--- src/sv/gtr_pkg.sv ---
// ---------------------------------------------------------------------------
// gtr_pkg
// Types, constants and the 5x7 font for the glyph rectangle generator.
// ---------------------------------------------------------------------------
package gtr_pkg;

  localparam int GLYPH_COLS       = 5;
  localparam int GLYPH_ROWS       = 7;
  localparam int GLYPH_BITS       = GLYPH_COLS * GLYPH_ROWS;
  localparam int JOB_QUEUE_DEPTH  = 2;
  localparam int OUT_QUEUE_DEPTH  = 2;

  localparam logic [8:0] SCREEN_LONG  = 9'd320;
  localparam logic [8:0] SCREEN_SHORT = 9'd240;
  localparam logic [2:0] ORIENT_RESET = 3'd3;

  // Sequencer index: 35 cells, then the spacing column
  localparam logic [5:0] IDX_LAST_CELL = 6'(GLYPH_BITS - 1);
  localparam logic [5:0] IDX_SPACING   = 6'(GLYPH_BITS);
  localparam logic [2:0] COL_LAST      = 3'(GLYPH_COLS - 1);

  typedef struct packed {
    logic        string_start;
    logic [15:0] start_x;
    logic [15:0] row_y;
    logic [7:0]  char_code;
    logic [15:0] ink_color;
    logic [15:0] paper_color;
    logic [7:0]  scale;
  } gtr_char_t;

  typedef struct packed {
    logic [8:0]  rect_x;
    logic [8:0]  rect_y;
    logic [8:0]  rect_width;
    logic [8:0]  rect_height;
    logic [15:0] fill_color;
    logic        drawn;
    logic        last;
  } gtr_rect_t;

  // One classified character handed from front to back
  typedef struct packed {
    logic [15:0]           cx;
    logic [15:0]           ry;
    logic [GLYPH_BITS-1:0] bitmap;  // top row in the MSBs, left column first
    logic [15:0]           fg;
    logic [15:0]           bg;
    logic [7:0]            sc;
  } gtr_job_t;

  function automatic logic [GLYPH_BITS-1:0] glyph_bitmap(input logic [7:0] code);
    logic [GLYPH_BITS-1:0] b;
    case (code)
      8'h2B: b = {5'h00, 5'h04, 5'h04, 5'h1F, 5'h04, 5'h04, 5'h00};
      8'h2D: b = {5'h00, 5'h00, 5'h00, 5'h1F, 5'h00, 5'h00, 5'h00};
      8'h3A: b = {5'h00, 5'h04, 5'h04, 5'h00, 5'h04, 5'h04, 5'h00};
      8'h28: b = {5'h02, 5'h04, 5'h08, 5'h08, 5'h08, 5'h04, 5'h02};
      8'h29: b = {5'h08, 5'h04, 5'h02, 5'h02, 5'h02, 5'h04, 5'h08};
      8'h30: b = {5'h0E, 5'h11, 5'h13, 5'h15, 5'h19, 5'h11, 5'h0E};
      8'h31: b = {5'h04, 5'h0C, 5'h14, 5'h04, 5'h04, 5'h04, 5'h1F};
      8'h32: b = {5'h0E, 5'h11, 5'h01, 5'h02, 5'h04, 5'h08, 5'h1F};
      8'h33: b = {5'h1E, 5'h01, 5'h01, 5'h0E, 5'h01, 5'h01, 5'h1E};
      8'h34: b = {5'h02, 5'h06, 5'h0A, 5'h12, 5'h1F, 5'h02, 5'h02};
      8'h35: b = {5'h1F, 5'h10, 5'h1E, 5'h01, 5'h01, 5'h11, 5'h0E};
      8'h36: b = {5'h06, 5'h08, 5'h10, 5'h1E, 5'h11, 5'h11, 5'h0E};
      8'h37: b = {5'h1F, 5'h01, 5'h02, 5'h04, 5'h08, 5'h08, 5'h08};
      8'h38: b = {5'h0E, 5'h11, 5'h11, 5'h0E, 5'h11, 5'h11, 5'h0E};
      8'h39: b = {5'h0E, 5'h11, 5'h11, 5'h0F, 5'h01, 5'h02, 5'h1C};
      8'h41: b = {5'h0E, 5'h11, 5'h11, 5'h1F, 5'h11, 5'h11, 5'h11};
      8'h42: b = {5'h1E, 5'h11, 5'h11, 5'h1E, 5'h11, 5'h11, 5'h1E};
      8'h43: b = {5'h0E, 5'h11, 5'h10, 5'h10, 5'h10, 5'h11, 5'h0E};
      8'h44: b = {5'h1E, 5'h11, 5'h11, 5'h11, 5'h11, 5'h11, 5'h1E};
      8'h45: b = {5'h1F, 5'h10, 5'h10, 5'h1E, 5'h10, 5'h10, 5'h1F};
      8'h46: b = {5'h1F, 5'h10, 5'h10, 5'h1E, 5'h10, 5'h10, 5'h10};
      8'h47: b = {5'h0E, 5'h11, 5'h10, 5'h17, 5'h11, 5'h11, 5'h0E};
      8'h48: b = {5'h11, 5'h11, 5'h11, 5'h1F, 5'h11, 5'h11, 5'h11};
      8'h49: b = {5'h0E, 5'h04, 5'h04, 5'h04, 5'h04, 5'h04, 5'h0E};
      8'h4B: b = {5'h11, 5'h12, 5'h14, 5'h18, 5'h14, 5'h12, 5'h11};
      8'h4C: b = {5'h10, 5'h10, 5'h10, 5'h10, 5'h10, 5'h10, 5'h1F};
      8'h4D: b = {5'h11, 5'h1B, 5'h15, 5'h15, 5'h11, 5'h11, 5'h11};
      8'h4E: b = {5'h11, 5'h19, 5'h15, 5'h13, 5'h11, 5'h11, 5'h11};
      8'h4F: b = {5'h0E, 5'h11, 5'h11, 5'h11, 5'h11, 5'h11, 5'h0E};
      8'h50: b = {5'h1E, 5'h11, 5'h11, 5'h1E, 5'h10, 5'h10, 5'h10};
      8'h52: b = {5'h1E, 5'h11, 5'h11, 5'h1E, 5'h14, 5'h12, 5'h11};
      8'h53: b = {5'h0F, 5'h10, 5'h10, 5'h0E, 5'h01, 5'h01, 5'h1E};
      8'h54: b = {5'h1F, 5'h04, 5'h04, 5'h04, 5'h04, 5'h04, 5'h04};
      8'h55: b = {5'h11, 5'h11, 5'h11, 5'h11, 5'h11, 5'h11, 5'h0E};
      8'h57: b = {5'h11, 5'h11, 5'h11, 5'h15, 5'h15, 5'h15, 5'h0A};
      8'h59: b = {5'h11, 5'h11, 5'h0A, 5'h04, 5'h04, 5'h04, 5'h04};
      default: b = '0;  // space and unknown codes are blank
    endcase
    return b;
  endfunction

endpackage

--- src/sv/glyph_text_rect_generator_unit.sv ---
// A character passes through the job queue, the back-end registers and the output queue.
// The back-end sequencer produces one rectangle per cycle while the output queue is not
//   full; a zero-scale character gives no results.
// Up to JOB_DEPTH characters queue between front and back.
// Reset: cursor 0, orientation 3, both queues empty.
// ---------------------------------------------------------------------------
// glyph_text_rect_generator_unit
// Scaled 5x7 text to clipped filled rectangles, 36 per character of nonzero scale.
// ---------------------------------------------------------------------------
module glyph_text_rect_generator_unit #(
  parameter int JOB_DEPTH = gtr_pkg::JOB_QUEUE_DEPTH,
  parameter int OUT_DEPTH = gtr_pkg::OUT_QUEUE_DEPTH
) (
  input  logic               clk,
  input  logic               rst,
  input  logic               cfg_write,
  input  logic [2:0]         cfg_data,
  input  logic               push,
  output logic               full,
  input  gtr_pkg::gtr_char_t char_item,
  input  logic               pop,
  output logic               empty,
  output gtr_pkg::gtr_rect_t rect_item
);
  import gtr_pkg::*;

  logic      [2:0] orient;
  logic            job_push;
  logic            job_pop;
  logic            job_empty;
  gtr_job_t        job_in;
  gtr_job_t        job_out;
  logic            out_push;
  logic            out_full;
  gtr_rect_t       out_rect;

  always_ff @(posedge clk) begin
    if (rst) begin
      orient <= ORIENT_RESET;
    end else if (cfg_write) begin
      orient <= cfg_data;
    end
  end

  gtr_front u_front (
    .clk       (clk),
    .rst       (rst),
    .push      (push),
    .char_item (char_item),
    .job_full  (full),
    .job_push  (job_push),
    .job       (job_in)
  );

  gtr_fifo #(
    .WIDTH ($bits(gtr_job_t)),
    .DEPTH (JOB_DEPTH)
  ) u_job_q (
    .clk     (clk),
    .rst     (rst),
    .wr_en   (job_push),
    .wr_data (job_in),
    .full    (full),
    .rd_en   (job_pop),
    .rd_data (job_out),
    .empty   (job_empty)
  );

  gtr_back u_back (
    .clk       (clk),
    .rst       (rst),
    .orient    (orient),
    .job_empty (job_empty),
    .job       (job_out),
    .job_pop   (job_pop),
    .out_full  (out_full),
    .out_push  (out_push),
    .out_rect  (out_rect)
  );

  gtr_fifo #(
    .WIDTH ($bits(gtr_rect_t)),
    .DEPTH (OUT_DEPTH)
  ) u_out_q (
    .clk     (clk),
    .rst     (rst),
    .wr_en   (out_push),
    .wr_data (out_rect),
    .full    (out_full),
    .rd_en   (pop),
    .rd_data (rect_item),
    .empty   (empty)
  );

endmodule

--- src/sv/gtr_fifo.sv ---
// ---------------------------------------------------------------------------
// gtr_fifo
// Small register queue with wrapping pointers and a fill count.
// ---------------------------------------------------------------------------
module gtr_fifo #(
  parameter int WIDTH = 8,
  parameter int DEPTH = 2
) (
  input  logic             clk,
  input  logic             rst,
  input  logic             wr_en,
  input  logic [WIDTH-1:0] wr_data,
  output logic             full,
  input  logic             rd_en,
  output logic [WIDTH-1:0] rd_data,
  output logic             empty
);
  localparam int AW = (DEPTH > 1) ? $clog2(DEPTH) : 1;
  localparam int CW = $clog2(DEPTH + 1);
  localparam logic [AW-1:0] PTR_LAST = AW'(DEPTH - 1);
  localparam logic [CW-1:0] CNT_FULL = CW'(DEPTH);

  logic [WIDTH-1:0] mem [DEPTH];
  logic [AW-1:0]    wr_ptr;
  logic [AW-1:0]    rd_ptr;
  logic [CW-1:0]    count;
  logic             do_wr;
  logic             do_rd;

  assign full    = (count == CNT_FULL);
  assign empty   = (count == '0);
  assign do_wr   = wr_en && !full;
  assign do_rd   = rd_en && !empty;
  assign rd_data = mem[rd_ptr];

  always_ff @(posedge clk) begin
    if (do_wr) begin
      mem[wr_ptr] <= wr_data;
    end
  end

  always_ff @(posedge clk) begin
    if (rst) begin
      wr_ptr <= '0;
      rd_ptr <= '0;
      count  <= '0;
    end else begin
      if (do_wr) begin
        wr_ptr <= (wr_ptr == PTR_LAST) ? '0 : wr_ptr + 1'b1;
      end
      if (do_rd) begin
        rd_ptr <= (rd_ptr == PTR_LAST) ? '0 : rd_ptr + 1'b1;
      end
      if (do_wr && !do_rd) begin
        count <= count + 1'b1;
      end else if (do_rd && !do_wr) begin
        count <= count - 1'b1;
      end
    end
  end

endmodule

--- src/sv/gtr_front.sv ---
// ---------------------------------------------------------------------------
// gtr_front
// Accepts characters, tracks the cursor and looks up the glyph bitmap.
// ---------------------------------------------------------------------------
module gtr_front (
  input  logic              clk,
  input  logic              rst,
  input  logic              push,
  input  gtr_pkg::gtr_char_t char_item,
  input  logic              job_full,
  output logic              job_push,
  output gtr_pkg::gtr_job_t  job
);
  import gtr_pkg::*;

  logic [15:0] cursor;
  logic [15:0] cx;
  logic [10:0] advance;
  logic        accept;

  assign accept  = push && !job_full;
  assign cx      = char_item.string_start ? char_item.start_x : cursor;
  // six times the scale
  assign advance = {1'b0, char_item.scale, 2'b00} + {2'b00, char_item.scale, 1'b0};

  // a zero scale only touches the cursor load
  assign job_push   = accept && (char_item.scale != '0);
  assign job.cx     = cx;
  assign job.ry     = char_item.row_y;
  assign job.bitmap = glyph_bitmap(char_item.char_code);
  assign job.fg     = char_item.ink_color;
  assign job.bg     = char_item.paper_color;
  assign job.sc     = char_item.scale;

  always_ff @(posedge clk) begin
    if (rst) begin
      cursor <= '0;
    end else if (accept) begin
      cursor <= cx + {5'b0, advance};
    end
  end

endmodule

--- src/sv/gtr_back.sv ---
// ---------------------------------------------------------------------------
// gtr_back
// Walks the 35 glyph cells and the spacing column, clips each rectangle.
// ---------------------------------------------------------------------------
module gtr_back (
  input  logic               clk,
  input  logic               rst,
  input  logic [2:0]         orient,
  input  logic               job_empty,
  input  gtr_pkg::gtr_job_t  job,
  output logic               job_pop,
  input  logic               out_full,
  output logic               out_push,
  output gtr_pkg::gtr_rect_t out_rect
);
  import gtr_pkg::*;

  logic                  busy;
  logic [5:0]            idx;
  logic [2:0]            col;
  logic [15:0]           x;
  logic [15:0]           y;
  logic [15:0]           cx;
  logic [15:0]           ry;
  logic [GLYPH_BITS-1:0] bits;
  logic [15:0]           fg;
  logic [15:0]           bg;
  logic [7:0]            sc;
  logic [10:0]           h7;

  logic        step;
  logic        spacing;
  logic [10:0] h;
  logic [8:0]  scr_w;
  logic [8:0]  scr_h;
  logic        on_screen;
  logic [9:0]  x_end;
  logic [11:0] y_end;

  assign step    = busy && !out_full;
  assign spacing = (idx == IDX_SPACING);
  assign job_pop = (!busy || (step && spacing)) && !job_empty;

  // clip against the selected screen
  assign scr_w     = orient[0] ? SCREEN_LONG : SCREEN_SHORT;
  assign scr_h     = orient[0] ? SCREEN_SHORT : SCREEN_LONG;
  assign h         = spacing ? h7 : {3'b0, sc};
  assign on_screen = (x < {7'b0, scr_w}) && (y < {7'b0, scr_h});
  assign x_end     = {1'b0, x[8:0]} + {2'b0, sc};
  assign y_end     = {3'b0, y[8:0]} + {1'b0, h};

  always_comb begin
    out_push = step;
    out_rect = '0;
    out_rect.last = spacing;
    if (on_screen) begin
      out_rect.rect_x      = x[8:0];
      out_rect.rect_y      = y[8:0];
      out_rect.rect_width  = (x_end > {1'b0, scr_w}) ? scr_w - x[8:0] : {1'b0, sc};
      out_rect.rect_height = (y_end > {3'b0, scr_h}) ? scr_h - y[8:0] : h[8:0];
      out_rect.fill_color  = (!spacing && bits[GLYPH_BITS-1]) ? fg : bg;
      out_rect.drawn       = 1'b1;
    end
  end

  always_ff @(posedge clk) begin
    if (job_pop) begin
      cx   <= job.cx;
      ry   <= job.ry;
      x    <= job.cx;
      y    <= job.ry;
      bits <= job.bitmap;
      fg   <= job.fg;
      bg   <= job.bg;
      sc   <= job.sc;
      h7   <= {job.sc, 3'b000} - {3'b000, job.sc};
    end else if (step) begin
      bits <= {bits[GLYPH_BITS-2:0], 1'b0};
      if (col == COL_LAST && idx != IDX_LAST_CELL) begin
        x <= cx;
        y <= y + {8'b0, sc};
      end else begin
        x <= x + {8'b0, sc};
        if (idx == IDX_LAST_CELL) begin
          y <= ry;
        end
      end
    end
  end

  always_ff @(posedge clk) begin
    if (rst) begin
      busy <= 1'b0;
      idx  <= '0;
      col  <= '0;
    end else if (job_pop) begin
      busy <= 1'b1;
      idx  <= '0;
      col  <= '0;
    end else if (step) begin
      if (spacing) begin
        busy <= 1'b0;
      end
      idx <= idx + 1'b1;
      col <= (col == COL_LAST) ? '0 : col + 1'b1;
    end
  end

endmodule

--- config.mk ---
export PLATFORM = sky130hd
export DESIGN_NAME = glyph_text_rect_generator_unit
export DESIGN_NICKNAME = d
export VERILOG_FILES = /design/src/sv/gtr_pkg.sv /design/src/sv/glyph_text_rect_generator_unit.sv /design/src/sv/gtr_fifo.sv /design/src/sv/gtr_front.sv /design/src/sv/gtr_back.sv
export SDC_FILE = /design/constraint.sdc
export NUM_CORES = 1
export LEC_CHECK = 0
export BUFFER_PORTS_ARGS = -buffer_cell sky130_fd_sc_hd__buf_2
export CAP_MARGIN = 20
export CORE_MARGIN = 3
export CORE_UTILIZATION = 25
export CTS_CLUSTER_DIAMETER = 120
export DETAILED_ROUTE_END_ITERATION = 10
export PLACE_DENSITY = 0.36
export SLEW_MARGIN = 20
export SYNTH_ARGS = -nofsm -noshare
export SYNTH_HDL_FRONTEND = slang
export SYNTH_HIERARCHICAL = 1
export SYNTH_MEMORY_MAX_BITS = 65536
export SYNTH_SLANG_ARGS = --single-unit
--- constraint.sdc ---
create_clock -name clk -period 6.65 [get_ports clk]
set_clock_uncertainty 0.15 [all_clocks]
set_input_delay 0 -clock clk [delete_from_list [all_inputs] [get_ports clk]]
set_output_delay 0 -clock clk [all_outputs]
set_load 0.02 [all_outputs]
==> impl_metrics.env <==
export IMPL_ctsResizeCount=0
export IMPL_grt_pass1_vias=16600
export IMPL_avgSynthCellArea_um2=12.4
export IMPL_grt_first_pass_wirelength_um=104000
export IMPL_finalSetupViolations=0
export IMPL_drt_met1_wl_um=33000
export IMPL_crit_required_ns=6.85
export IMPL_hold_path_class="input port to register"
export IMPL_rsz0062_at_grt="false"
export IMPL_placementRows=115
export IMPL_routedWlPerCell_um=19.2
export IMPL_vdd_ir_drop_max_mv=0.338
export IMPL_ant_nets=0
export IMPL_hold_viol_final=0
export IMPL_fin_crit_sh=0.773
export IMPL_htree_levels=2
export IMPL_cp_max_fo=15
export IMPL_wl_met2_um=31700
export IMPL_syn2layout_area_growth_pct=19.8
export IMPL_routed_wl_um=68900
export IMPL_post_place_ws_ns=1.45
export IMPL_yosys_warnings=6
export IMPL_leakage_nw=10.9
export IMPL_powerDensity_nw_per_um2=453
export IMPL_fin_nets=2419
export IMPL_r2r_end="u_out_q/mem[1][18]$_DFFE_PP_"
export IMPL_fin_total_pwr_mw=13.7
export IMPL_fmax_ghz=0.195
export IMPL_run_status="finished clean"
export IMPL_cts_buffer_depth=3
export IMPL_cts_root_buffer="clkbuf_16"
export IMPL_whs_endpoint="u_job_q/mem[1][77]$_DFFE_PP_"
export IMPL_path_class="register to register"
export IMPL_syn_inst=2026
export IMPL_clk_pin_slew_ns=0.06
export IMPL_start_kind="register"
export IMPL_clock_sinks=508
export IMPL_dieArea_um2=105000
export IMPL_r2r_start="u_back/idx[2]$_SDFFE_PP0P_"
export IMPL_period_minus_slack_ns=5.14
export IMPL_clk_insertion_delay_late_ns=0.64
export IMPL_maxCapViolCount=0
export IMPL_routed_top_layer="met4"
export IMPL_synth_fp_nets=2209
export IMPL_drive_gt1_frac=0.209
export IMPL_routabilityCongestion=0.819
export IMPL_rrSetupSlack_ns=1.51
export IMPL_crit_arrival_ns=5.34
export IMPL_cts_made_buffers=61
export IMPL_crit_path_start="u_back/idx[2]$_SDFFE_PP0P_"
export IMPL_end_kind="register"
export IMPL_die_w_um=323
export IMPL_whs_path_depth=2
export IMPL_report_final_slew_viol_count=0
export IMPL_start_util=0.254
export IMPL_reg2reg_depth=16
export IMPL_overflow=0
export IMPL_synthesis_area_um2=25200
export IMPL_dp_cells=3323
export IMPL_core_area_um2=99100
export IMPL_hp_start="char_item[50]"
export IMPL_relSlewSlack=0.279
export IMPL_grt_util_all_layers=0.131
export IMPL_antenna_found_initial=4
export IMPL_viasPerCell=4.54
export IMPL_port_buffer_count=142
export IMPL_num_vias=16200
export IMPL_worst_pin_slew_ns=1.08
export IMPL_grt_max_degree=79
export IMPL_drc=0
export IMPL_finalNonFillerCells=3580
export IMPL_tns_ns=0
export IMPL_drt_first_pass_iters=4
export IMPL_pin_count=145
export IMPL_die_h_um=323
export IMPL_final_util=0.304
export IMPL_hpwl_um=45500
export IMPL_post_cts_setup_buffers=0
export IMPL_wl_met3_um=2810
export IMPL_dr_first_iter_drc_count=928
export IMPL_fin_ws_ns=1.51
export IMPL_cts_tree="yes"
[per-layer routing]
metal,vias up,GRT usage
met5,-,0
met4,0,0.0312
met3,88,0.0218
met2,286,0.213
met1,8035,0.181
li1,7827,-
[power by group]
part / switching [mW] / total (mW) / internal, mW
Sequential: 0.430 / 5.18 / 4.75
Clock: 1.35 / 3.40 / 2.05
Combinational: 3.20 / 5.08 / 1.88
[flip-flops by register name, summed over array words and instances (netlist names), 3 cells and up, named ones only]
signal	cells
u_back/bg	16
u_back/x	16
u_back/ry	16
u_back/bits	35
u_back/y	16
u_job_q/mem	214
u_front/cursor	16
u_back/cx	16
u_back/col	3
u_out_q/mem	108
u_back/sc	8
u_back/idx	6
u_back/fg	16
u_back/h7	10
[placed cells by master (no fill, tap or decap), types with 8 or more instances in the layout]
cell	n
clkbuf_16	62
nor4_1	8
nor2b_1	18
mux2i_1	15
o21ai_1	9
a21oi_1	153
xnor2_1	32
edfxtp_1	471
nand2b_1	19
bufinv_16	8
mux2_2	151
mux2_4	30
o21a_1	12
inv_1	58
a211oi_1	19
dfxtp_1	35
dlygate4sd3_1	137
o21ai_0	72
ha_1	83
nand3_1	34
buf_2	142
a21o_1	10
nand4_1	17
nor2_1	114
xor2_1	25
clkbuf_1	16
or3_1	17
nor3_1	30
buf_4	19
clkinv_2	12
o211ai_1	13
a31oi_1	11
and3_1	18
and2_1	18
nand2_1	250
fa_1	11
[what timing repair did]
action                                  CTS  global route
endpoints found under the setup margin    0             0
hold buffers                            137             0
hold endpoints to repair                222             0
[critical path, cell delays in order (launching register included)]
cell and delay, ns:
dfxtp_1 0.36, nor4b_4 0.37, nand2_1 0.24, inv_2 0.23
o21ai_0 0.27, fa_1 0.55, a211oi_2 0.31, o211ai_1 0.18
nand2_1 0.10, xnor2_1 0.08, ha_1 0.33, nand4_1 0.12
a211oi_1 0.23, or4b_4 0.52, a21oi_4 0.48, mux2i_1 0.24
nor2_1 0.08
[final cells by class]
cell class                      count  area [um2]
Inverter                           64         248
Clock inverter                     34         410
Antenna cell                        6        15.0
Clock buffer                       80        1640
Fill cell                       10000       69000
Multi-Input combinational cell   1303        9150
Sequential cell                   508       14900
Timing Repair Buffer              298        2220
Tap cell                         1287        1610
[how the worst max path moves through the flow]
stage,endpoint,cells after the start
after floorplan,u_job_q/mem[1][0]$_DFFE_PP_,8
after global placement,u_out_q/mem[0][18]$_DFFE_PP_,16
after detailed placement,u_out_q/mem[0][18]$_DFFE_PP_,16
after CTS,u_out_q/mem[1][18]$_DFFE_PP_,16
after global routing,u_out_q/mem[0][21]$_DFFE_PP_,16
final,u_out_q/mem[1][18]$_DFFE_PP_,16
[per-stage QoR]
step                cell area (um2)  hold slack, ns
finish                        30200          0.0606
global placement              26700          0.0373
CTS                           30200         0.00298
floorplan                     25200         -0.0809
detailed placement            26700          0.0421
global route                  30200          0.0256
No activity file was read; power rests on OpenSTA's default activity.
